### src/rtl/fsnp_pkg.sv
// Shared types, codes and character constants of the format string number printer.
package fsnp_pkg;

   localparam logic [7:0] CH_NUL     = 8'h00;
   localparam logic [7:0] CH_PERCENT = 8'h25;
   localparam logic [7:0] CH_U       = 8'h75;
   localparam logic [7:0] CH_D       = 8'h64;
   localparam logic [7:0] CH_X       = 8'h78;
   localparam logic [7:0] CH_ZERO    = 8'h30;
   localparam logic [7:0] CH_UPPER_A = 8'h41;
   localparam logic [7:0] CH_MINUS   = 8'h2D;

   localparam int DIGITS    = 10;
   localparam int HEX_DIGITS = 8;
   localparam int DIG_IDX_W = $clog2(DIGITS);
   localparam int DIG_CNT_W = $clog2(DIGITS + 1);

   // floor(v / 10) == (v * RECIP10) >> RECIP10_SHIFT for every 32-bit v
   localparam logic [31:0] RECIP10       = 32'hCCCC_CCCD;
   localparam int          RECIP10_SHIFT = 35;

   localparam logic [1:0] KIND_CHAR = 2'd0;
   localparam logic [1:0] KIND_DEC  = 2'd1;
   localparam logic [1:0] KIND_HEX  = 2'd2;

   typedef struct packed {
      logic [1:0]  kind;
      logic        neg;
      logic [31:0] value;
   } cmd_type;

   function automatic logic [7:0] digit_char(input logic [3:0] d);
      if (d < 4'd10) begin
         return CH_ZERO + {4'b0, d};
      end
      return CH_UPPER_A + {4'b0, d} - 8'd10;
   endfunction

endpackage

### src/rtl/fsnp_if.sv
// Valid/ready channel interfaces for format bytes and emitted characters.
interface fsnp_req_if;
   logic        valid;
   logic        ready;
   logic [7:0]  fmt_byte;
   logic [31:0] arg_word;

   modport source (output valid, output fmt_byte, output arg_word, input ready);
   modport sink (input valid, input fmt_byte, input arg_word, output ready);
endinterface


### src/rtl/fsnp_front.sv
// Front end: accepts format bytes, tracks specifier mode and issues print commands.
module fsnp_front
   import fsnp_pkg::*;
(
   input  logic    clock,
   input  logic    reset,
   fsnp_req_if.sink req_chan,
   input  logic    cmd_ready,
   output logic    cmd_valid,
   output cmd_type cmd
);

   logic in_spec_ff;
   logic in_spec_in;
   logic accept;
   logic emits;

   assign req_chan.ready = cmd_ready;
   assign accept         = req_chan.valid && cmd_ready;
   assign cmd_valid      = accept && emits;

   always_comb begin
      in_spec_in = in_spec_ff;
      emits      = 1'b0;
      cmd.kind   = KIND_CHAR;
      cmd.neg    = 1'b0;
      cmd.value  = {24'b0, req_chan.fmt_byte};
      if (req_chan.fmt_byte == CH_NUL) begin
         in_spec_in = 1'b0;
      end else if (!in_spec_ff) begin
         if (req_chan.fmt_byte == CH_PERCENT) begin
            in_spec_in = 1'b1;
         end else begin
            emits = 1'b1;
         end
      end else begin
         in_spec_in = 1'b0;
         unique case (req_chan.fmt_byte)
            CH_U: begin
               emits     = 1'b1;
               cmd.kind  = KIND_DEC;
               cmd.value = req_chan.arg_word;
            end
            CH_D: begin
               emits     = 1'b1;
               cmd.kind  = KIND_DEC;
               cmd.neg   = req_chan.arg_word[31];
               cmd.value = req_chan.arg_word[31] ? (32'd0 - req_chan.arg_word)
                                                 : req_chan.arg_word;
            end
            CH_X: begin
               emits     = 1'b1;
               cmd.kind  = KIND_HEX;
               cmd.value = req_chan.arg_word;
            end
            default: emits = 1'b0;
         endcase
      end
   end

   always_ff @(posedge clock) begin
      if (reset) begin
         in_spec_ff <= 1'b0;
      end else if (accept) begin
         in_spec_ff <= in_spec_in;
      end
   end

endmodule

### src/flat_wrapper.sv
// flat-port wrapper written by rule: the top's interface ports become plain ports
module fsnp_front_flat import fsnp_pkg::*;
  (clock, reset, cmd_ready, cmd_valid, cmd, req_chan_valid, req_chan_fmt_byte, req_chan_arg_word, req_chan_ready);
  fsnp_req_if req_chan_i ();
  input  logic clock;
  input  logic reset;
  input  logic cmd_ready;
  output logic cmd_valid;
  output cmd_type cmd;
  input wire logic [$bits(req_chan_i.valid)-1:0] req_chan_valid;
  input wire logic [$bits(req_chan_i.fmt_byte)-1:0] req_chan_fmt_byte;
  input wire logic [$bits(req_chan_i.arg_word)-1:0] req_chan_arg_word;
  output wire logic [$bits(req_chan_i.ready)-1:0] req_chan_ready;
  assign req_chan_i.valid = req_chan_valid;
  assign req_chan_i.fmt_byte = req_chan_fmt_byte;
  assign req_chan_i.arg_word = req_chan_arg_word;
  assign req_chan_ready = req_chan_i.ready;
  fsnp_front u_core (.clock(clock), .reset(reset), .req_chan(req_chan_i), .cmd_ready(cmd_ready), .cmd_valid(cmd_valid), .cmd(cmd));
endmodule
### config.mk
export PLATFORM = sky130hd
export DESIGN_NAME = fsnp_front_flat
export DESIGN_NICKNAME = d
export VERILOG_FILES = /design/src/rtl/fsnp_pkg.sv /design/src/rtl/fsnp_if.sv /design/src/rtl/fsnp_front.sv /design/src/flat_wrapper.sv
export SDC_FILE = /design/constraint.sdc
export NUM_CORES = 1
export LEC_CHECK = 0
export ABC_CLOCK_PERIOD_IN_PS = 4700
export BUFFER_PORTS_ARGS = -buffer_cell sky130_fd_sc_hd__buf_2
export CAP_MARGIN = 20
export CELL_PAD_IN_SITES_DETAIL_PLACEMENT = 0
export CELL_PAD_IN_SITES_GLOBAL_PLACEMENT = 2
export CORE_UTILIZATION = 25
export CTS_BUF_LIST = sky130_fd_sc_hd__clkbuf_8
export CTS_CLUSTER_SIZE = 10
export DETAILED_ROUTE_END_ITERATION = 8
export GPL_TIMING_DRIVEN = 0
export PLACE_DENSITY_LB_ADDON = 0.08
export SYNTH_ARGS = -nofsm -noshare
export SYNTH_HDL_FRONTEND = slang
export SYNTH_SLANG_ARGS = --single-unit
### constraint.sdc
create_clock -name clock -period 4.7 [get_ports clock]
set_clock_uncertainty 0.15 [all_clocks]
set_input_delay 0.705 -clock clock [delete_from_list [all_inputs] [get_ports clock]]
set_output_delay 0.705 -clock clock [all_outputs]
set_load 0.01 [all_outputs]
# ---- Word-level counts from Yosys, hierarchy flattened
# Index checks and enable logic that the tools add are counted.
dict set report classes {
  addsub 1
  eq_ne 4
  reduce_logical 6
  n_mux 13
}
# op count
set op_table {}
lappend op_table {{35-bit 2-to-1 mux} 2}
lappend op_table {{32-bit case mux with 2 select lines} 1}
lappend op_table {{32-bit 2-to-1 mux} 1}
lappend op_table {{1-bit by 32-bit subtractor with 32-bit output, first input constant} 1}
lappend op_table {{8-bit by 7-bit equality test with 1-bit output, second input constant} 3}
lappend op_table {{8-bit by 6-bit equality test with 1-bit output, second input constant} 1}
lappend op_table {{8-bit logical NOT} 1}
lappend op_table {{1-bit 2-to-1 mux} 8}
lappend op_table {{2-bit case mux with 2 select lines} 1}
lappend op_table {{2-bit OR reduction} 2}
lappend op_table {{3-bit OR reduction} 1}
lappend op_table {{1-bit logical AND} 2}
dict set report totals {
  wordCells 25
  out_inout_bits 37
  regBits 1
  inputBits 44
}

# ---- Depth between registers and ports, before layout
# Gate-level depths: netlist of run 1.
dict set report logic_depth {
  ltp_word 6
  depth_mapped 7
  mapped_depth_nobuf 7
}

# ---- Worst setup path before layout of run 1
# Ideal clock, no wire load.
dict set report synth_path {
  kind {in2out}
  start {input port req_chan_arg_word[15]}
  end {output port cmd[19] in the netlist's numbering}
  setup_slack_ns 1.830
  arrival_ns 2.015
  cell_stages 6
  path_buffers 1
  required_ns 3.845
  path_cell_list {or3_1 > clkbuf_1 > or4_1 > o21ai_1 > a21oi_1 > o21ai_1}
}
# element line_no
set synth_lines {}
lappend synth_lines {{start: declaration} flat_wrapper.sv:12} ;# input wire logic [$bits(req_chan_i.arg_word)-1:0] req_chan_arg_word;
lappend synth_lines {{end: declaration} flat_wrapper.sv:9} ;# output cmd_type cmd;

==> results of run 1 <==
[final timing paths]
path	depth (start not counted)	from	slack (ns)	to
setup / recovery	9	req_chan_fmt_byte[7]	1.36	cmd[10]
hold / removal	3	u_core.in_spec_ff$_SDFFE_PP0P_	0.51	u_core.in_spec_ff$_SDFFE_PP0P_
setup reg to reg	4	u_core.in_spec_ff$_SDFFE_PP0P_	3.47	u_core.in_spec_ff$_SDFFE_PP0P_
hold reg to reg	3	u_core.in_spec_ff$_SDFFE_PP0P_	0.51	u_core.in_spec_ff$_SDFFE_PP0P_
[stage by stage]
stage                     instance area (µm²)  std cells  setup slack (ns)
after floorplan                          1540        241              1.83
after global placement                   2030        395              1.32
after detailed placement                 2030        395              1.35
after CTS                                2030        395              1.35
after global routing                     2030        395              1.17
final                                    2030        395              1.36
[logic make-up (layout without fill, tap and decap cells)]
family	count (synthesis)	in the layout
buf+inv	30	109
flops	1	1
compound gates	91	91
fa+ha+maj	1	1
simple gates	114	114
xor+xnor	2	2
mux	2	2
[final cells by class]
class | count | area [µm²]
Buffer | 14 | 70.1
Fill cell | 680 | 3890
Inverter | 16 | 60.1
Multi-Input combinational cell | 210 | 1390
Sequential cell | 1 | 20.0
Tap cell | 75 | 93.8
Timing Repair Buffer | 79 | 395
[report_power, final]
group,internal (mW),switching (mW)
registers,0.00867,0.00000309
logic,0.0380,0.0596
clock network,0,0
total,0.0467,0.0596
[critical path: cells and delay by family]
kind / cells / cell delay (ns)
buffers and inverters: 4 / 0.79
and+or+nand+nor: 2 / 0.54
AOI/OAI and AO/OA: 3 / 0.44
[synth_stat cells (all sizes together), types with 2 or more instances]
cell	count	area share (%)
nand4b	3	1.7
nand3	10	3.2
nor4	2	1.8
o41ai	9	8.8
nor2b	3	1.2
and3b	3	1.7
or2	2	0.81
o21a	3	1.5
buf	7	2.8
nor2	16	4.1
o31ai	5	2.8
nand2	21	5.1
or4	4	2.4
or3	15	6.1
nor3b	6	3.2
nand4	6	3.2
a22o	2	1.1
o31a	2	1.1
o21ai	28	9.8
nor3	17	6.2
a21o	8	3.9
clkbuf	7	1.8
a31oi	3	1.2
o22ai	2	0.81
a21oi	21	7.1
inv	16	3.9
[per-layer routing]
layer / global-route usage [%] / up-vias / wire length (µm)
met4: 0 / 0 / 0
met3: 0.568 / 0 / 225
met1: 26.7 / 978 / 2950
met2: 34.7 / 45 / 2980
met5: 0 / - / 0
li1: - / 1083 / -
==> metrics.md, run 1 <==
| Metric | Value |
|---|---|
| Via count | 2,106 |
| CP Data Arrival Time | about 2.5 ns |
| HPWL Detailed | ~5 mm |
| Main combinational cell family by area after synthesis | simple AND/OR/NAND/NOR gates |
| EDFF count, synth | 0 |
| Worst hold margin | slightly above 0.5 ns |
| Largest fanout on the critical path | 10 |
| Hold-fix buffers at CTS | 0 |
| Final Critical Period | between 3 and 4 ns |
| RSZ-0062 raised after global routing | no |
| Die area | 6490 µm² |
| Most common cell after layout, fill and taps aside | buf_2 |
| Final Setup Violations | 0 |
| Status | completed |
| Grt total ovfl | 0 |
| Crit-path most repeated cell | buf_2 |
| PostCTS Resize Cnt | 0 |
| Leak | between 0.9 and 1 nW |
| Hold Path Class | register to register |
| Net count after synthesis | 286 |
| Routed WL per cell | about 16 µm |
| Adder-Cell Fraction of Synth Area | less than 1% |
| Die Wd | between 80 and 90 µm |
| Setup TNS Final | 0 ns |
| Antenna cells | 0 |
| GPL Wtd Cong | 0.824 |
| Nets | between 300 and 400 |
| Synth warn | 0 |
| Core region area | roughly 5900 µm² |
| Fmax | 300 MHz |
| Largest Register | u_core.in_spec_ff |
| Asr flop ratio synth | 0% |
| Critical path launch point type | primary input |
| Sequential fraction of the synthesis area | 1.30% |
| Critical path endpoint category | output port |
| Post-Synth XOR/XNOR Area | approximately 1.1% |
| Vias per inst | 5.33 |
| Chip Height | between 80 and 90 µm |
| DRT Wirelength | just over 6 mm |
| Cell variety after synth | slightly above 60 |
| Largest net degree at the start of global routing | 11 |
| Initial DRC count | 126 |
| Starting density of the core | about a quarter |
| Post-layout util | about 34% |
| First-pass GRT wire length | ~10 mm |
| Crit-path max cell delay | approximately 0.34 ns |
| Slew Viols, Final | 0 |
| Mapped Area | between 1500 and 2000 µm² |
| Setup CP Type | primary input to output port |
| Max_cap viols | 0 |
| DRT Pass-1 Iters | 4 |
| Max reg flops | 1 |
| Slew of the pin with the lowest slew margin | about 0.64 ns |
| Antenna violations before repair | 0 |
| Cell Rows | 28 |
| Post-synthesis cell count | about 240 |
| Post-synthesis compound-gate area fraction | between 40% and 50% |
| Num ports | slightly above 80 |
| Peak VDD IR | between 0.02 and 0.025 mV |
| Fraction of synthesized area in multiplexers | ~1.4% |
| Setup Buffers After CTS | 0 |
| FF+latch count, synth | 1 |
| GRT Util Overall | between 10% and 20% |
| Area grow syn2layout | 31.7% |
| Most frequent cells in the layout | buf_2, nand2_1, a21oi_1 |
| Share of the cycle needed by the critical path after routing | between 70% and 80% |
| Clock Latency Late Sink | 0 ns |
| Share of cells above drive strength 1 | about a third |
| Vias in the first global route | 1,965 |
| CP max stage cell | nor2_2 |
| Antenna Violating Nets Remaining | 0 |
| Post-synthesis simple-gate area fraction | 44.0% |
| Slew HR | 57.5% |
| Power Dens Cells | ~52 nW/µm² |
| Crit path cell chain | buf_2 -> and3b_1 -> buf_2 -> o211ai_1 -> nor2_2 -> buf_2 -> o21ai_1 -> o21ai_1 -> buf_2 |
| Reg clk slew, reported paths | 0 ns |
| # port buffers | slightly below 80 |
| Remaining DRCs | 0 |
| Critical path required time | between 3 and 4 ns |
| Total power | 0.106 mW |
| Main flop type after synthesis | dfxtp_1 |
| Syn Area/Cell | ~6.4 µm² |
| Regs by FF count | u_core.in_spec_ff: 1 flops |
| Final hold violations | 0 |
Power figures use the tool's default switching activity.
==> inputs of run 2 (changes only) <==
ABC_CLOCK_PERIOD_IN_PS = 3470   (was 4700)
CORE_UTILIZATION = 23   (was 25)
clock period = 3.47 ns   (was 4.7 ns; I/O delays follow)
==> run 2 against run 1 <==
  * The flow now finishes with violations (design-rule violations)
  * Global-route usage fell by 1.6 points
  * Total power grew 35%
  * Critical path depth decreased by 1
  * Sequential share of layout area barely moved
  * Design area up 0.12%
  * Critical path type unchanged
  * Largest power group unchanged
==> metrics.md, run 2 (same netlist as run 1, synthesis figures left out) <==
| Metric | Value |
|---|---|
| Status | finished with violations (was completed) |
| Failing checks | design-rule violations |
| Die Wd | 83.9 µm (was 80.6 µm) |
| Reg clk slew, reported paths | 0 ns (about the same) |
| Slew Viols, Final | 0 (unchanged) |
| Share of the cycle needed by the critical path after routing | between 80% and 90% |
| CP max stage cell | clkbuf_1 (was nor2_2) |
| Antenna Violating Nets Remaining | 0 (unchanged) |
| Met3 Wirelength | 235 µm (was 225 µm) |
| Area grow syn2layout | 31.9% (was 31.7%) |
| First-pass GRT wire length | 10.3 mm (was 9.94 mm) |
| Chip Height | 83.9 µm (was 80.6 µm) |
| Worst setup margin | 0.436 ns (was 1.36 ns) |
| Starting density of the core | 24.0% (was 26.1%) |
| Crit-path most repeated cell | buf_2 (unchanged) |
| Via count | 2,078 (was 2,106) |
| Total power | 0.143 mW (was 0.106 mW) |
| Initial DRC count | 77 (was 126) |
| Die area | 7040 µm² (was 6490 µm²) |
| Vias in the first global route | 1,968 (was 1,965) |
| Vias per inst | 5.23 (was 5.33) |
| Grt total ovfl | 0 (unchanged) |
| Most common cell after layout, fill and taps aside | buf_2 (unchanged) |
| Crit-path max cell delay | 0.36 ns (was 0.34 ns) |
| Num ports | 81 (unchanged) |
| Core region area | 6420 µm² (was 5920 µm²) |
| CP Data Arrival Time | 2.36 ns (was 2.48 ns) |
| Leak | 0.970 nW (unchanged) |
| Setup CP Type | primary input to output port (unchanged) |
| Setup Buffers After CTS | 0 (unchanged) |
| Max_cap viols | 0 (unchanged) |
| HPWL Detailed | 5.28 mm (was 5.08 mm) |
| Crit path cell chain | buf_2 -> nand4b_1 -> and3b_1 -> clkbuf_1 -> buf_2 -> nand3_1 -> o21ai_1 -> buf_2 (was buf_2 -> and3b_1 -> buf_2 -> o211ai_1 -> nor2_2 -> buf_2 -> o21ai_1 -> o21ai_1 -> buf_2) |
| Worst hold margin | 0.501 ns (was 0.507 ns) |
| Final Critical Period | just over 3 ns |
| Critical path launch point type | primary input (unchanged) |
| DRT Pass-1 Iters | 6 (was 4) |
| Power Dens Cells | 70.5 nW/µm² (was 52.3 nW/µm²) |
| Largest Register | u_core.in_spec_ff (unchanged) |
| DRT Wirelength | 6.41 mm (was 6.15 mm) |
| Critical path endpoint category | output port (unchanged) |
| Setup TNS Final | 0 ns (unchanged) |
| Slew HR | 61.7% (was 57.5%) |
| Routed WL per cell | 16.2 µm (was 15.6 µm) |
| Peak VDD IR | 0.0277 mV (was 0.0221 mV) |
| Critical path required time | 2.80 ns (was 3.85 ns) |
| # port buffers | 79 (unchanged) |
| Cell Rows | 29 (was 28) |
| Clock Latency Late Sink | 0 ns (about the same) |
| RSZ-0062 raised after global routing | no (unchanged) |
| Hold Path Class | register to register (unchanged) |
| Final Setup Violations | 0 (unchanged) |
| Most frequent cells in the layout | buf_2, nand2_1, a21oi_1 (unchanged) |
| Remaining DRCs | 5 (was 0) |
| GPL Wtd Cong | 0.793 (was 0.824) |
| Fmax | between 300 and 400 MHz |
| PostCTS Resize Cnt | 0 (unchanged) |
| Place WS | 0.453 ns (was 1.35 ns) |
| Regs by FF count | u_core.in_spec_ff: 1 flops (unchanged) |
| Largest net degree at the start of global routing | 11 (unchanged) |
| Final hold violations | 0 (unchanged) |
| Share of cells above drive strength 1 | 34.1% (unchanged) |
| DR top layer | met4 (was met3) |
| Met2 WL post-DR | 2.89 mm (was 2.98 mm) |
| Max reg flops | 1 (unchanged) |
| Nets | 367 (unchanged) |
| Antenna violations before repair | 0 (unchanged) |
| GRT Util Overall | 17.7% (was 19.3%) |
| Antenna cells | 0 (unchanged) |
| Slew of the pin with the lowest slew margin | 0.575 ns (was 0.637 ns) |
| Hold-fix buffers at CTS | 0 (unchanged) |
| Largest fanout on the critical path | 10 (unchanged) |
| Metal-1 WL | 3.26 mm (was 2.95 mm) |
-- run 2: cell counts in the layout (fill, tap and decap cells not counted) --
No cell type changed its count.
-- run 2: final timing paths --
kind                                                        to  slack (ns)                           start  depth (start not counted)
worst max-delay path                                   cmd[10]        0.44            req_chan_fmt_byte[7]                          8
worst min-delay path            u_core.in_spec_ff$_SDFFE_PP0P_        0.50  u_core.in_spec_ff$_SDFFE_PP0P_                          3
worst max register to register  u_core.in_spec_ff$_SDFFE_PP0P_        2.26  u_core.in_spec_ff$_SDFFE_PP0P_                          4
worst min register to register  u_core.in_spec_ff$_SDFFE_PP0P_        0.50  u_core.in_spec_ff$_SDFFE_PP0P_                          3
-- run 2: cell type report --
| class | count | area, µm² |
|---|---|---|
| inverters | 16 | 60.1 |
| repair buffers | 79 | 395 |
| well taps | 77 | 96.3 |
| fillers | 739 | 4390 |
| plain buffers | 14 | 70.1 |
| flip-flops and latches | 1 | 20.0 |
| multi-input cells | 210 | 1390 |
-- run 2: where the power goes --
part	internal, mW	total (mW)	switching [mW]
sequential	0.0117	0.0117	0.00000323
clock	0	0	0
combinational	0.0515	0.132	0.0802
total	0.0633	0.143	0.0802
-- run 2: routing by layer --
| layer | track usage [%] | vias to the layer above |
|---|---|---|
| met4 | 1.25 | 0 |
| met2 | 30.4 | 47 |
| met3 | 0.495 | 2 |
| met1 | 25.5 | 945 |
| met5 | 0 | - |
| li1 | - | 1084 |
-- run 2: worst max-delay path, delay by kind of cell --
family / cells / cell delay [ns]
buffers and inverters: 4 / 0.98
AND/OR/NAND/NOR: 3 / 0.70
AO/OA/AOI/OAI: 1 / 0.16
-- run 2: metrics by stage --
stage	cell area, µm²	utilization [%]	cells
floorplan	1540	-	241
global placement	2030	31.7	397
detailed placement	2030	31.7	397
CTS	2030	31.7	397
global route	2030	31.7	397
finish	2030	31.7	397
