$ cat src/rtl/fsnp_pkg.sv
// Shared types, codes and character constants of the format string number printer.
package fsnp_pkg;

   localparam logic [7:0] CH_NUL     = 8'h00;
   localparam logic [7:0] CH_PERCENT = 8'h25;
   localparam logic [7:0] CH_U       = 8'h75;
   localparam logic [7:0] CH_D       = 8'h64;
   localparam logic [7:0] CH_X       = 8'h78;
   localparam logic [7:0] CH_ZERO    = 8'h30;
   localparam logic [7:0] CH_UPPER_A = 8'h41;
   localparam logic [7:0] CH_MINUS   = 8'h2D;

   localparam int DIGITS    = 10;
   localparam int HEX_DIGITS = 8;
   localparam int DIG_IDX_W = $clog2(DIGITS);
   localparam int DIG_CNT_W = $clog2(DIGITS + 1);

   // floor(v / 10) == (v * RECIP10) >> RECIP10_SHIFT for every 32-bit v
   localparam logic [31:0] RECIP10       = 32'hCCCC_CCCD;
   localparam int          RECIP10_SHIFT = 35;

   localparam logic [1:0] KIND_CHAR = 2'd0;
   localparam logic [1:0] KIND_DEC  = 2'd1;
   localparam logic [1:0] KIND_HEX  = 2'd2;

   typedef struct packed {
      logic [1:0]  kind;
      logic        neg;
      logic [31:0] value;
   } cmd_type;

   function automatic logic [7:0] digit_char(input logic [3:0] d);
      if (d < 4'd10) begin
         return CH_ZERO + {4'b0, d};
      end
      return CH_UPPER_A + {4'b0, d} - 8'd10;
   endfunction

endpackage

$ cat src/rtl/fsnp_queue.sv
// Short command queue between the front end and the print engine.
module fsnp_queue
   import fsnp_pkg::*;
#(
   parameter int DEPTH = 2
)
(
   input  logic    clock,
   input  logic    reset,
   input  logic    push,
   input  cmd_type push_cmd,
   output logic    not_full,
   output logic    not_empty,
   input  logic    pop,
   output cmd_type pop_cmd
);

   localparam int PTR_W = (DEPTH > 1) ? $clog2(DEPTH) : 1;
   localparam int CNT_W = $clog2(DEPTH + 1);

   cmd_type             slots_ff [DEPTH];
   logic    [PTR_W-1:0] wr_ptr_ff;
   logic    [PTR_W-1:0] rd_ptr_ff;
   logic    [CNT_W-1:0] count_ff;
   logic                do_push;
   logic                do_pop;

   assign not_full  = (count_ff != CNT_W'(DEPTH));
   assign not_empty = (count_ff != '0);
   assign do_push   = push && not_full;
   assign do_pop    = pop && not_empty;
   assign pop_cmd   = slots_ff[rd_ptr_ff];

   function automatic logic [PTR_W-1:0] next_ptr(input logic [PTR_W-1:0] p);
      return (p == PTR_W'(DEPTH - 1)) ? '0 : p + 1'b1;
   endfunction

   always_ff @(posedge clock) begin
      if (do_push) begin
         slots_ff[wr_ptr_ff] <= push_cmd;
      end
   end

   always_ff @(posedge clock) begin
      if (reset) begin
         wr_ptr_ff <= '0;
         rd_ptr_ff <= '0;
         count_ff  <= '0;
      end else begin
         if (do_push) begin
            wr_ptr_ff <= next_ptr(wr_ptr_ff);
         end
         if (do_pop) begin
            rd_ptr_ff <= next_ptr(rd_ptr_ff);
         end
         if (do_push && !do_pop) begin
            count_ff <= count_ff + 1'b1;
         end else if (do_pop && !do_push) begin
            count_ff <= count_ff - 1'b1;
         end
      end
   end

endmodule

$ cat config.mk
export PLATFORM = sky130hd
export DESIGN_NAME = fsnp_queue
export DESIGN_NICKNAME = d
export VERILOG_FILES = /design/src/rtl/fsnp_pkg.sv /design/src/rtl/fsnp_queue.sv
export SDC_FILE = /design/constraint.sdc
export NUM_CORES = 1
export LEC_CHECK = 0
export BUFFER_PORTS_ARGS = -buffer_cell sky130_fd_sc_hd__clkbuf_2
export CAP_MARGIN = 20
export CORE_ASPECT_RATIO = 0.9
export CORE_MARGIN = 10
export CORE_UTILIZATION = 50
export CTS_BUF_LIST = sky130_fd_sc_hd__clkbuf_4 sky130_fd_sc_hd__clkbuf_8
export DETAILED_ROUTE_END_ITERATION = 10
export GPL_ROUTABILITY_DRIVEN = 0
export PLACE_DENSITY = 0.77
export SYNTH_ARGS = -nofsm -noshare
export SYNTH_HDL_FRONTEND = slang
export SYNTH_SLANG_ARGS = --single-unit
$ cat constraint.sdc
create_clock -name clock -period 2.76 [get_ports clock]
set_input_delay 0.552 -clock clock [delete_from_list [all_inputs] [get_ports clock]]
set_output_delay 0.552 -clock clock [all_outputs]
set_load 0.05 [all_outputs]
# Word level (Yosys, flattened, before mapping)
# Memory sizes are Yosys's and may differ from the RTL's. A register that Yosys moved wholly into a read port is not among the register bits.
# Index checks and enable logic that the tools add are counted.
dict set report totals {
  reg_bits 4
  mem_bits_rw 70
  out_inout_bits 37
  elab_cells 25
  n_memories 1
}
dict set report classes {
  addsub 4
  eq_ne 1
  mux 8
  reduce_logical 8
}
# name words word_bits rd rd_ports_with_merged_regs write_ports line
set mem_list {}
lappend mem_list {slots_ff 2 35 1 1 1 fsnp_queue.sv:21} ;# cmd_type slots_ff [DEPTH];
# op n
set op_table {}
lappend op_table {{1-bit two-way mux} 6}
lappend op_table {{1-bit logical AND} 4}
lappend op_table {{2-bit two-way mux} 2}
lappend op_table {{2-bit nonzero test} 2}
lappend op_table {{1-bit adder (second input constant)} 2}
lappend op_table {{2-bit by 1-bit adder with 2-bit output (second input constant)} 1}
lappend op_table {{1-bit zero test} 2}
lappend op_table {{2-bit != test (second input constant)} 1}
lappend op_table {{2-bit by 1-bit subtractor with 2-bit output (second input constant)} 1}

# Logic depth before layout (Yosys ltp)
# Gate-level depths: netlist (run 1).
dict set report logic_depth {
  word_depth 6
  depth_mapped 6
}

# Worst setup path before layout (run 1)
# No wires, ideal clock.
dict set report synth_path {
  kind {flip-flop to flip-flop}
  start {register count_ff[0]}
  end {memory slots_ff[1][0] (netlist bit) (enable)}
  t_arrival_ps 1880
  required_ps 2364
  setup_slack_ps 484
  stages_incl_launch_ff 3
  path_buffers 0
  period_less_slack_ps 2276
  cell_sequence {dfxtp_1 -> nand2b_1 -> and3_1}
}
dict set report synth_via {
  elab_chain_cells 4
}
# item line
set synth_rtl {}
lappend synth_rtl {{start: declaration} fsnp_queue.sv:24} ;# logic [CNT_W-1:0] count_ff;
lappend synth_rtl {{start signal: assignment} fsnp_queue.sv:57} ;# count_ff <= count_ff + 1'b1;
lappend synth_rtl {{start signal: assignment} fsnp_queue.sv:59} ;# count_ff <= count_ff - 1'b1;
lappend synth_rtl {{2-bit != test} fsnp_queue.sv:28} ;# assign not_full = (count_ff != CNT_W'(DEPTH));
lappend synth_rtl {{via not_full} fsnp_queue.sv:12} ;# output logic not_full,
lappend synth_rtl {{1-bit logical AND} fsnp_queue.sv:30} ;# assign do_push = push && not_full;
lappend synth_rtl {{1-bit two-way mux} fsnp_queue.sv:39} ;# if (do_push) begin
lappend synth_rtl {{1-bit two-way mux (not written as such)} fsnp_queue.sv:40} ;# slots_ff[wr_ptr_ff] <= push_cmd;
lappend synth_rtl {{end: declaration} fsnp_queue.sv:21}
# The timed path passes the listed nets, and every way through them passes these cells.

==> impl_table.tex, run 1 <==
\begin{tabular}{lr}
\hline
Metric & Value \\
\hline
\multicolumn{2}{l}{\textbf{CTS}} \\
Clock insertion delay at the later pin of the skew report & between 0.3 and 0.4 ns \\
Cell at the root of the clock tree & sky130\_fd\_sc\_hd\_\_clkbuf\_8 \\
Clock tree buffer depth & 2 \\
Total of hold buffers inserted after clock tree synthesis & 0 \\
H-tree depth & 3 \\
Post-CTS repair timing setup buffer count & 0 \\
CTS resizes & 0 \\
Number of CTS-inserted buffers & 9 \\
Clock tree from TritonCTS & done \\
Clock sink count & 75 \\
Clock transition at path regs & approximately 0.070 ns \\
\multicolumn{2}{l}{\textbf{Worst setup path}} \\
CP required & around 2.2 ns \\
Family of cells with the greatest summed delay on the critical path & buffers and inverters \\
Delay of the slowest cell on the worst path & a little under 0.4 ns \\
Kind of critical path & reg -> out \\
Sort of element at the start of the critical path & flop \\
WP data arrival & $\sim$1.6 ns \\
Number of buffer and inverter instances along the worst setup path & 2 \\
Cell type of the slowest stage on the worst timing path & sky130\_fd\_sc\_hd\_\_mux2\_2 \\
Critical Path Sink Type & output port \\
CP Cell Sequence & buf\_4 > mux2\_2 > clkbuf\_2 \\
Largest fanout on the critical path & 23 \\
\multicolumn{2}{l}{\textbf{Yosys}} \\
Number of distinct standard cells referenced by the synthesized netlist & 17 \\
Cell count after synthesis & between 100 and 150 \\
Number of flip-flops and latches in the synthesized netlist & 75 \\
Netlist area before placement & approximately 2700 um2 \\
Net count after synthesis & approximately 170 \\
Avg Synthesized Cell Area & approximately 21 um2 \\
Area fraction of the dominant cell type after synthesis & 76.7\% \\
Number of synthesis warnings & 0 \\
Part of the Yosys area used for sequential elements & just over 80\% \\
Area contributors post-synth & sky130\_fd\_sc\_hd\_\_edfxtp\_1 (77\%), sky130\_fd\_sc\_hd\_\_mux2\_2 (14\%), sky130\_fd\_sc\_hd\_\_dfxtp\_1 (3.7\%) \\
Library cell with the largest summed area after synthesis & sky130\_fd\_sc\_hd\_\_edfxtp\_1 \\
\multicolumn{2}{l}{\textbf{Die}} \\
Core Box Area & between 5000 and 6000 um2 \\
\# rows & 25 \\
Starting density of the core & 51.8\% \\
Die footprint & between 8000 and 9000 um2 \\
Die H & between 90 and 100 um \\
Number of top-level pins & 76 \\
Die X-Extent & approximately 98 um \\
\multicolumn{2}{l}{\textbf{Drt}} \\
Average wire per standard cell & roughly 17 um \\
Detailed-route DRC error count & 0 \\
TritonRoute pass-1 iters & 4 \\
Count of antenna-violating nets left after detailed routing & 0 \\
Overall via count from detail\_route & $\sim$1500 \\
Violation count after the first detailed-route iteration & between 60 and 70 \\
Post-detailed-routing wire length & approximately 5000 um \\
Per-cell via count in the routed design & around 5.1 \\
\multicolumn{2}{l}{\textbf{Pwr}} \\
Switching power summed over all nets & about 0.0014 W \\
Fraction of power consumed by combinational cells & 37.1\% \\
Clock share of power & a little over a fifth \\
Switching Fraction & a little under two fifths \\
Leakage power of the design & roughly 1.3 nW \\
Internal power & 0.00221 W \\
Power per cell area & between 1000 and 1500 nW/um2 \\
Worst IR Drop VDD & roughly 660 uV \\
Sequential share of power & 41.2\% \\
\multicolumn{2}{l}{\textbf{Finish}} \\
Layout Cell Area excl Fill & 3410 um2 \\
Area of all sequential standard cells & around 2200 um2 \\
Final cell count without fillers & roughly 290 \\
Most common cell after layout, fill and taps aside & sky130\_fd\_sc\_hd\_\_clkbuf\_2 \\
Syn-to-layout area delta & 24.5\% \\
Number of nets in the final layout & around 260 \\
Fill cell instance count of the final layout & between 300 and 400 \\
Diodes inserted & 0 \\
Area of combinational cells with multiple inputs & around 510 um2 \\
Core Util, Final & 64.5\% \\
Leading cell types in the layout, fill and taps excluded & sky130\_fd\_sc\_hd\_\_clkbuf\_2 (75), sky130\_fd\_sc\_hd\_\_edfxtp\_1 (70), sky130\_fd\_sc\_hd\_\_mux2\_2 (35) \\
Fraction of final layout cells with drive strength greater than 1 & 58.0\% \\
\multicolumn{2}{l}{\textbf{GRT}} \\
Antenna violations before repair & 0 \\
Largest net degree at the start of global routing & 36 \\
Residual overflow from global routing & 0 \\
Vias in the first global route & 1662 \\
Wire length of the first global-routing pass & 8200 um \\
Total global-route track usage & between 10\% and 20\% \\
\multicolumn{2}{l}{\textbf{Timing}} \\
Share of the cycle needed by the critical path after routing & between 70\% and 80\% \\
Rel. slew slack & a little over 60\% \\
Count of endpoints failing hold in the final timing report & 0 \\
Transition time at the pin with the least slew margin & 0.564 ns \\
Largest clock skew in the final design & 0.00542 ns \\
Setup violators final & 0 \\
Highest achievable clock rate & between 0.4 and 0.5 GHz \\
Fin Setup TNS & 0 ns \\
Final critical delay including setup and external delays & roughly 2.1 ns \\
Final Max Slew Viols & 0 \\
Unrepaired setup endpoints after global routing & no \\
\multicolumn{2}{l}{\textbf{Run status}} \\
Result of the run & finished clean \\
\multicolumn{2}{l}{\textbf{Run}} \\
Max-cap violation count & 0 \\
\multicolumn{2}{l}{\textbf{Placement}} \\
Placed Instances & 275 \\
Number of buffer cells added on primary ports & 75 \\
Final HPWL DP & between 3000 and 4000 um \\
Area after DPL & 3220 um2 \\
\multicolumn{2}{l}{\textbf{Worst hold path}} \\
Min-Delay Path Class & in -> reg \\
\hline
\end{tabular}
==> kinds of logic after synthesis <==
| kind of cell | count (synthesis) | synth area share (%) |
|---|---|---|
| adders and majority gates | 1 | 0.457 |
| AOI/OAI and AO/OA | 5 | 1.10 |
| and+or+nand+nor | 9 | 1.83 |
| xor gates and xnor gates | 3 | 0.960 |
| muxes | 35 | 14.4 |
| buffers and inverters | 5 | 0.868 |
| DFF | 75 | 80.4 |
==> power by group through the flow <==
stage	sequential [W]	clock [W]	combinational, W
2_1_floorplan	0.00148	0	0.00104
3_3_place_gp	0.00149	0	0.00133
3_5_place_dp	0.00149	0	0.00134
4_1_cts	0.00147	0.000799	0.00135
5_1_grt	0.00149	0.000848	0.00140
6_report	0.00147	0.000775	0.00132
==> registers in the layout, indices dropped and copies added (netlist names), named ones only <==
name,count
count_ff,2
rd_ptr_ff,1
slots_ff,70
wr_ptr_ff,1
==> worst reg2reg max path: stages (launching register included) <==
cell                       delay [ns]
sky130_fd_sc_hd__dfxtp_1         0.41
sky130_fd_sc_hd__nand2b_1        0.20
sky130_fd_sc_hd__nand3b_1        0.12
sky130_fd_sc_hd__inv_1           0.44
sky130_fd_sc_hd__buf_12          0.26
==> area by class of cell <==
| cell class | count | area share [%] |
|---|---|---|
| clock inverter | 6 | 1.65 |
| clock buffer | 10 | 3.85 |
| tap | 67 | 2.46 |
| timing repair buffer | 79 | 12.3 |
| inverter | 1 | 0.110 |
| sequential | 75 | 64.6 |
| multi-input combinational | 53 | 15.1 |
==> final timing paths <==
path / start / end / slack [ns] / cells past startpoint
setup reg to reg: count_ff[0] / slots_ff[0][11] / 1.03 / 4
setup / recovery: flop / pop_cmd[9] / 0.61 / 3
hold reg to reg: count_ff[1] / count_ff[1] / 0.52 / 2
hold / removal: push_cmd[18] / slots_ff[0][18] / 0.40 / 1
==> per-stage QoR <==
stage | hold WS (ns) | power, W | setup slack (ns)
floorplan | 0.471 | 0.00252 | 0.484
global placement | 0.489 | 0.00281 | 0.962
detailed placement | 0.508 | 0.00284 | 0.951
CTS | 0.383 | 0.00362 | 0.577
global route | 0.384 | 0.00373 | 0.531
finish | 0.402 | 0.00356 | 0.615
==> Yosys cell counts <==
cell,instances
sky130_fd_sc_hd__a21bo_2,1
sky130_fd_sc_hd__a21oi_1,2
sky130_fd_sc_hd__and2_1,1
sky130_fd_sc_hd__and3_1,1
sky130_fd_sc_hd__buf_2,4
sky130_fd_sc_hd__dfxtp_1,5
sky130_fd_sc_hd__edfxtp_1,70
sky130_fd_sc_hd__ha_1,1
sky130_fd_sc_hd__inv_1,1
sky130_fd_sc_hd__mux2_2,35
sky130_fd_sc_hd__nand2b_1,1
sky130_fd_sc_hd__nand3b_1,1
sky130_fd_sc_hd__nor2_1,3
sky130_fd_sc_hd__o21ai_0,2
sky130_fd_sc_hd__or2_2,1
sky130_fd_sc_hd__or3_1,1
sky130_fd_sc_hd__xor2_1,3
==> metal layers <==
metal / vias up / global-route usage (%) / part of all wire [%]
met5: - / 0 / 0
met1: 741 / 13.5 / 43
met3: 5 / 6.27 / 9.5
met4: 0 / 4.36 / 0.85
li1: 686 / - / -
met2: 63 / 17.9 / 47
(Power assumes the default switching activity.)
==> run 2, diff against run 1 <==
--- a/config.mk
+++ b/config.mk
@@ -9,7 +9,7 @@
 export CAP_MARGIN = 20
 export CORE_ASPECT_RATIO = 0.9
 export CORE_MARGIN = 10
-export CORE_UTILIZATION = 50
+export CORE_UTILIZATION = 48
 export CTS_BUF_LIST = sky130_fd_sc_hd__clkbuf_4 sky130_fd_sc_hd__clkbuf_8
 export DETAILED_ROUTE_END_ITERATION = 10
 export GPL_ROUTABILITY_DRIVEN = 0
==> constraint.sdc (replaced) <==
create_clock -name clock -period 1.8 [get_ports clock]
set_input_delay 0.36 -clock clock [delete_from_list [all_inputs] [get_ports clock]]
set_output_delay 0.36 -clock clock [all_outputs]
set_load 0.05 [all_outputs]
==> run 2 against run 1 <==
  * The flow now finishes with violations (negative setup slack)
  * Register-to-register slack got worse by 0.85 ns
  * Combinational power rose by 110%
  * Critical path type unchanged
  * Power rose by 74%
  * Utilization rose by 4.7 points
  * Worst hold slack got worse by 0.18 ns
==> impl_table.tex, run 2 (synthesis results as in run 1) <==
\begin{tabular}{lr}
\hline
Metric & Value \\
\hline
\multicolumn{2}{l}{\textbf{Run status}} \\
Result of the run & finished, violations left \\
Failing checks & negative setup slack \\
\multicolumn{2}{l}{\textbf{Pwr}} \\
Power per cell area & roughly 1600 nW/um2 \\
Total Power & approximately 0.0062 W \\
Leakage power of the design & 1.51 nW \\
Worst IR Drop VDD & around 840 uV \\
\multicolumn{2}{l}{\textbf{Timing}} \\
Final Max Slew Viols & 0 \\
Final critical delay including setup and external delays & roughly 1.8 ns \\
Unrepaired setup endpoints after global routing & yes \\
Largest clock skew in the final design & 0.00872 ns \\
Transition time at the pin with the least slew margin & about 0.30 ns \\
Setup violators final & 2 \\
Rel. slew slack & approximately 80\% \\
Highest achievable clock rate & 0.554 GHz \\
Count of endpoints failing hold in the final timing report & 0 \\
Min setup slack post-route & -0.00462 ns \\
Share of the cycle needed by the critical path after routing & 100\% \\
\multicolumn{2}{l}{\textbf{GRT}} \\
Total global-route track usage & 12.7\% \\
Antenna violations before repair & 0 \\
Largest net degree at the start of global routing & 36 \\
Wire length of the first global-routing pass & $\sim$9000 um \\
Residual overflow from global routing & 0 \\
Vias in the first global route & between 1500 and 2000 \\
\multicolumn{2}{l}{\textbf{Worst hold path}} \\
Min-Delay Path Class & in -> reg \\
\multicolumn{2}{l}{\textbf{CTS}} \\
Clock insertion delay at the later pin of the skew report & about 0.33 ns \\
Post-CTS repair timing setup buffer count & 0 \\
Clock tree from TritonCTS & done \\
Clock tree buffer depth & 2 \\
H-tree depth & 3 \\
Clock transition at path regs & around 0.070 ns \\
Cell at the root of the clock tree & sky130\_fd\_sc\_hd\_\_clkbuf\_8 \\
Total of hold buffers inserted after clock tree synthesis & 0 \\
Number of CTS-inserted buffers & 9 \\
Clock sink count & between 70 and 80 \\
\multicolumn{2}{l}{\textbf{Finish}} \\
Syn-to-layout area delta & 41.3\% \\
Core Util, Final & 69.2\% \\
Number of nets in the final layout & between 200 and 300 \\
Largest registers & slots\_ff x70, count\_ff x2 \\
Fill cell instance count of the final layout & between 300 and 400 \\
Largest Register & slots\_ff \\
Most common cell after layout, fill and taps aside & sky130\_fd\_sc\_hd\_\_edfxtp\_1 \\
Diodes inserted & 0 \\
Max reg flops & 70 \\
Fraction of final layout cells with drive strength greater than 1 & $\sim$61\% \\
Leading cell types in the layout, fill and taps excluded & sky130\_fd\_sc\_hd\_\_edfxtp\_1 (70), sky130\_fd\_sc\_hd\_\_clkbuf\_2 (40), sky130\_fd\_sc\_hd\_\_buf\_8 (27) \\
\multicolumn{2}{l}{\textbf{Drt}} \\
Highest metal layer with signal wires & met4 \\
Count of antenna-violating nets left after detailed routing & 0 \\
Violation count after the first detailed-route iteration & 50 \\
TritonRoute pass-1 iters & 4 \\
Routed length on met1 & roughly 2200 um \\
Per-cell via count in the routed design & roughly 5 \\
Detailed-route DRC error count & 0 \\
Overall via count from detail\_route & around 1500 \\
Wire length on met2 & 3080 um \\
Average wire per standard cell & 19.4 um \\
Post-detailed-routing wire length & between 5000 and 6000 um \\
DR WL met3 & $\sim$300 um \\
\multicolumn{2}{l}{\textbf{Worst setup path}} \\
Kind of critical path & reg -> out \\
Critical Path Sink Type & output port \\
Critical R2R Capture & count\_ff[1] \\
Sort of element at the start of the critical path & flop \\
WP data arrival & 1.44 ns \\
CP required & between 1 and 1.5 ns \\
Reg2reg path depth & 5 \\
Critical path destination & pop\_cmd[7] \\
Reg2reg start & count\_ff[0] \\
R2R Setup Slk & 0.18 ns \\
Largest fanout on the critical path & 18 \\
\multicolumn{2}{l}{\textbf{Die}} \\
\# rows & 26 \\
Die X-Extent & approximately 100 um \\
Die footprint & $\sim$9000 um2 \\
Die H & 91.7 um \\
Core Box Area & approximately 5600 um2 \\
Number of top-level pins & between 70 and 80 \\
Starting density of the core & about half \\
\multicolumn{2}{l}{\textbf{Run}} \\
Max-cap violation count & 0 \\
\multicolumn{2}{l}{\textbf{Placement}} \\
Final HPWL DP & 3600 um \\
Number of buffer cells added on primary ports & 75 \\
\hline
\end{tabular}
[run 2: worst min-delay path by stage]
stage | from | endpoint | slack, ns | depth (start not counted)
2_1_floorplan | reset | count_ff[1] | 0.43 | 1
3_3_place_gp | rd_ptr_ff | rd_ptr_ff | 0.48 | 2
3_5_place_dp | rd_ptr_ff | rd_ptr_ff | 0.49 | 2
4_1_cts | push_cmd[18] | slots_ff[1][18] | 0.20 | 1
5_1_grt | push_cmd[16] | slots_ff[1][16] | 0.20 | 1
6_report | push_cmd[0] | slots_ff[1][0] | 0.22 | 1
[run 2: where the power goes]
part           total [W]  internal, W  switching [W]
sequential       0.00228      0.00219      0.0000916
combinational    0.00279      0.00119        0.00160
clock            0.00113     0.000593       0.000533
total            0.00619      0.00397        0.00222
[run 2: what timing repair did]
| item | in CTS | in global routing |
|---|---|---|
| gates cloned | 1 | 0 |
| endpoints found under the setup margin | 35 | 35 |
| endpoints found under the hold margin | 0 | 0 |
| gates resized for setup | 73 | 47 |
[run 2: per-layer routing]
layer  vias to the layer above  track usage, %
li1                        691               -
met1                       736            13.2
met2                        42            22.1
met3                         7            3.90
met4                         0            7.52
met5                         -               0
[run 2: layout make-up]
cell class / count / area (um2) / share of cell area [%]
inverter: 1 / 7.51 / 0.194
tap: 70 / 87.6 / 2.26
clock buffer: 15 / 169 / 4.36
timing repair buffer: 79 / 803 / 20.8
multi-input combinational: 53 / 592 / 15.3
sequential: 75 / 2210 / 57.0
clock inverter: 1 / 5.00 / 0.129
[run 2: worst max-delay path, cell delays in order, from the launching register on]
cell	delay [ns]
sky130_fd_sc_hd__dfxtp_4	0.39
sky130_fd_sc_hd__buf_12	0.17
sky130_fd_sc_hd__mux2_2	0.36
sky130_fd_sc_hd__clkbuf_8	0.18
[run 2: per-stage QoR]
stage,instances,area (um2),setup WS [ns],setup TNS [ns],hold WS [ns]
global placement,277,3250,0.247,0,0.484
CTS,294,3760,-0.0316,-0.400,0.200
finish,294,3870,-0.00462,-0.00535,0.219
detailed placement,277,3250,0.185,0,0.495
global route,294,3870,-0.0657,-0.829,0.199
floorplan,133,2750,0.0159,0,0.429
==> run 3, diff against run 2 <==
--- a/config.mk
+++ b/config.mk
@@ -5,7 +5,7 @@
 export SDC_FILE = /design/constraint.sdc
 export NUM_CORES = 1
 export LEC_CHECK = 0
-export BUFFER_PORTS_ARGS = -buffer_cell sky130_fd_sc_hd__clkbuf_2
+export BUFFER_PORTS_ARGS = -buffer_cell sky130_fd_sc_hd__buf_2
 export CAP_MARGIN = 20
 export CORE_ASPECT_RATIO = 0.9
 export CORE_MARGIN = 10
==> run 3 against run 2 <==
  * The flow now finishes without violations
  * Setup slack better by 0.027 ns
  * Sequential share of layout area rose by 2.6 points
  * Global-route usage is 0.74 points lower
  * Clock skew down 0.0022 ns
  * Clock power is 9.7% higher
  * Utilization decreased by 3.0 points
  * Critical path depth unchanged
  * First-iteration DRC count is 26% higher
==> impl_table.tex, run 3 (synthesis results as in run 1) <==
\begin{tabular}{lr}
\hline
Metric & Value \\
\hline
\multicolumn{2}{l}{\textbf{CTS}} \\
Clock transition at path regs & about 0.07 ns \\
Clock insertion delay at the later pin of the skew report & 0.33 ns \\
Clock tree from TritonCTS & done \\
Number of CTS-inserted buffers & 9 \\
Clock tree buffer depth & 2 \\
Total of hold buffers inserted after clock tree synthesis & 0 \\
Cell at the root of the clock tree & sky130\_fd\_sc\_hd\_\_clkbuf\_8 \\
Clock sink count & 75 \\
H-tree depth & 3 \\
Post-CTS repair timing setup buffer count & 0 \\
\multicolumn{2}{l}{\textbf{Timing}} \\
Final critical delay including setup and external delays & between 1.5 and 2 ns \\
Unrepaired setup endpoints after global routing & yes \\
Count of endpoints failing hold in the final timing report & 0 \\
Transition time at the pin with the least slew margin & slightly above 0.3 ns \\
Rel. slew slack & between 70\% and 80\% \\
Highest achievable clock rate & $\sim$0.56 GHz \\
Largest clock skew in the final design & about 0.0066 ns \\
Share of the cycle needed by the critical path after routing & a little under 100\% \\
Setup violators final & 0 \\
Final Max Slew Viols & 0 \\
\multicolumn{2}{l}{\textbf{Finish}} \\
Max reg flops & 70 \\
Diodes inserted & 0 \\
Leading cell types in the layout, fill and taps excluded & sky130\_fd\_sc\_hd\_\_edfxtp\_1 (70), sky130\_fd\_sc\_hd\_\_buf\_2 (40), sky130\_fd\_sc\_hd\_\_buf\_6 (35) \\
Fraction of final layout cells with drive strength greater than 1 & 60.3\% \\
Core Util, Final & between 60\% and 70\% \\
Most common cell after layout, fill and taps aside & sky130\_fd\_sc\_hd\_\_edfxtp\_1 \\
Largest Register & slots\_ff \\
Final cell count without fillers & around 290 \\
Syn-to-layout area delta & 35.1\% \\
Area of combinational cells with multiple inputs & roughly 520 um2 \\
Largest registers & slots\_ff x70, count\_ff x2 \\
Number of nets in the final layout & roughly 260 \\
Area of all sequential standard cells & 2210 um2 \\
Fill cell instance count of the final layout & 416 \\
\multicolumn{2}{l}{\textbf{Drt}} \\
Overall via count from detail\_route & between 1000 and 1500 \\
Detailed-route DRC error count & 0 \\
TritonRoute pass-1 iters & 4 \\
DR WL met3 & about 280 um \\
Wire length on met2 & 2800 um \\
Routed length on met1 & 2210 um \\
Average wire per standard cell & 18.3 um \\
Highest metal layer with signal wires & met4 \\
Post-detailed-routing wire length & $\sim$5400 um \\
Per-cell via count in the routed design & just under 5 \\
Violation count after the first detailed-route iteration & between 60 and 70 \\
Count of antenna-violating nets left after detailed routing & 0 \\
\multicolumn{2}{l}{\textbf{Pwr}} \\
Clock share of power & roughly 21\% \\
Sequential share of power & 37.9\% \\
Power per cell area & around 1600 nW/um2 \\
Switching Fraction & between 30\% and 40\% \\
Switching power summed over all nets & roughly 0.0022 W \\
Worst IR Drop VDD & $\sim$1300 uV \\
Fraction of power consumed by combinational cells & a little over 40\% \\
Total Power & $\sim$0.0060 W \\
Leakage power of the design & 1.39 nW \\
Internal power & around 0.0038 W \\
\multicolumn{2}{l}{\textbf{Worst setup path}} \\
R2R Setup Slk & $\sim$0.16 ns \\
Critical Path Sink Type & output port \\
WP data arrival & roughly 1.4 ns \\
Kind of critical path & reg -> out \\
Largest fanout on the critical path & 18 \\
Cell type of the slowest stage on the worst timing path & sky130\_fd\_sc\_hd\_\_dfxtp\_4 \\
CP Cell Sequence & buf\_12 > mux2\_2 > buf\_6 \\
Delay of the slowest cell on the worst path & around 0.4 ns \\
Sort of element at the start of the critical path & flop \\
CP required & 1.44 ns \\
Reg2reg start & count\_ff[0] \\
Reg2reg path depth & 5 \\
Critical R2R Capture & count\_ff[1] \\
\multicolumn{2}{l}{\textbf{GRT}} \\
Antenna violations before repair & 0 \\
Vias in the first global route & about 1600 \\
Wire length of the first global-routing pass & roughly 8600 um \\
Total global-route track usage & a little under an eighth \\
Residual overflow from global routing & 0 \\
Largest net degree at the start of global routing & 36 \\
\multicolumn{2}{l}{\textbf{Placement}} \\
Placed Instances & 277 \\
Number of buffer cells added on primary ports & 75 \\
Final HPWL DP & between 3000 and 4000 um \\
\multicolumn{2}{l}{\textbf{Die}} \\
Number of top-level pins & 76 \\
Die H & between 90 and 100 um \\
Core Box Area & between 5000 and 6000 um2 \\
Die footprint & 9130 um2 \\
Die X-Extent & roughly 100 um \\
Starting density of the core & between 40\% and 50\% \\
\# rows & 26 \\
\multicolumn{2}{l}{\textbf{Run}} \\
Max-cap violation count & 0 \\
\multicolumn{2}{l}{\textbf{Worst hold path}} \\
Start point of the worst min-delay path & push\_cmd[34] \\
Endpoint of the worst hold-timing path & slots\_ff[1][34] \\
Cell count of the worst hold path & 1 \\
Min-Delay Path Class & in -> reg \\
\multicolumn{2}{l}{\textbf{Run status}} \\
Result of the run & finished clean \\
\hline
\end{tabular}
-- run 3: cell types whose count changed in the layout (fill, tap and decap cells not counted) --
cell and delta:
sky130_fd_sc_hd__buf_2 +40, sky130_fd_sc_hd__buf_6 +35, sky130_fd_sc_hd__buf_8 -27, sky130_fd_sc_hd__bufinv_16 +1
sky130_fd_sc_hd__clkbuf_2 -40, sky130_fd_sc_hd__clkbuf_4 -2, sky130_fd_sc_hd__clkbuf_8 -8, sky130_fd_sc_hd__clkinv_1 +1
sky130_fd_sc_hd__mux2_2 +18, sky130_fd_sc_hd__mux2_4 -18
-- run 3: power groups by stage --
stage | clock network (W) | registers, W | logic [W]
6_report | 0.00124 | 0.00227 | 0.00248
5_1_grt | 0.00136 | 0.00229 | 0.00260
4_1_cts | 0.00127 | 0.00227 | 0.00251
3_5_place_dp | 0 | 0.00229 | 0.00209
3_3_place_gp | 0 | 0.00228 | 0.00207
2_1_floorplan | 0 | 0.00227 | 0.00161
-- run 3: metrics by stage --
stage	hold slack, ns	cell area (um2)	TNS, ns	setup WS (ns)
2_1_floorplan	0.429	2750	0	0.0159
3_3_place_gp	0.484	3250	0	0.244
3_5_place_dp	0.488	3250	0	0.168
4_1_cts	0.204	3690	-0.00426	-0.00413
5_1_grt	0.193	3700	-0.672	-0.0377
6_report	0.219	3700	0	0.0222
-- run 3: final cells by class --
type / count / area share [%]
Sequential cell: 75 / 59.6
Timing Repair Buffer: 79 / 18.4
Multi-Input combinational cell: 53 / 14.2
Clock buffer: 13 / 4.16
Tap cell: 70 / 2.37
Clock inverter: 3 / 1.05
Inverter: 1 / 0.203
-- run 3: critical path, delay by kind of cell (launching register included) --
kind                   cells  cell delay, ns
flip-flops                 1            0.39
buffers and inverters      2            0.33
multiplexers               1            0.36
-- run 3: worst max-delay path by stage --
stage | slack, ns | start | endpoint
2_1_floorplan | 0.02 | count_ff[0] | slots_ff[0][0]
3_3_place_gp | 0.24 | count_ff[0] | count_ff[1]
3_5_place_dp | 0.17 | count_ff[0] | count_ff[1]
4_1_cts | -0.004 | flop | pop_cmd[21]
5_1_grt | -0.04 | flop | pop_cmd[33]
6_report | 0.02 | flop | pop_cmd[21]
-- run 3: repair_timing --
action	4_1_cts	5_1_grt
resized for setup	73	2
endpoints found under the hold margin	0	0
setup endpoints to repair	35	35
cloned	1	0
-- run 3: routing by layer --
| metal | up-vias | GRT usage (%) |
|---|---|---|
| met5 | - | 0 |
| met4 | 0 | 6.09 |
| met3 | 8 | 3.68 |
| met2 | 40 | 20.0 |
| met1 | 722 | 13.5 |
| li1 | 690 | - |
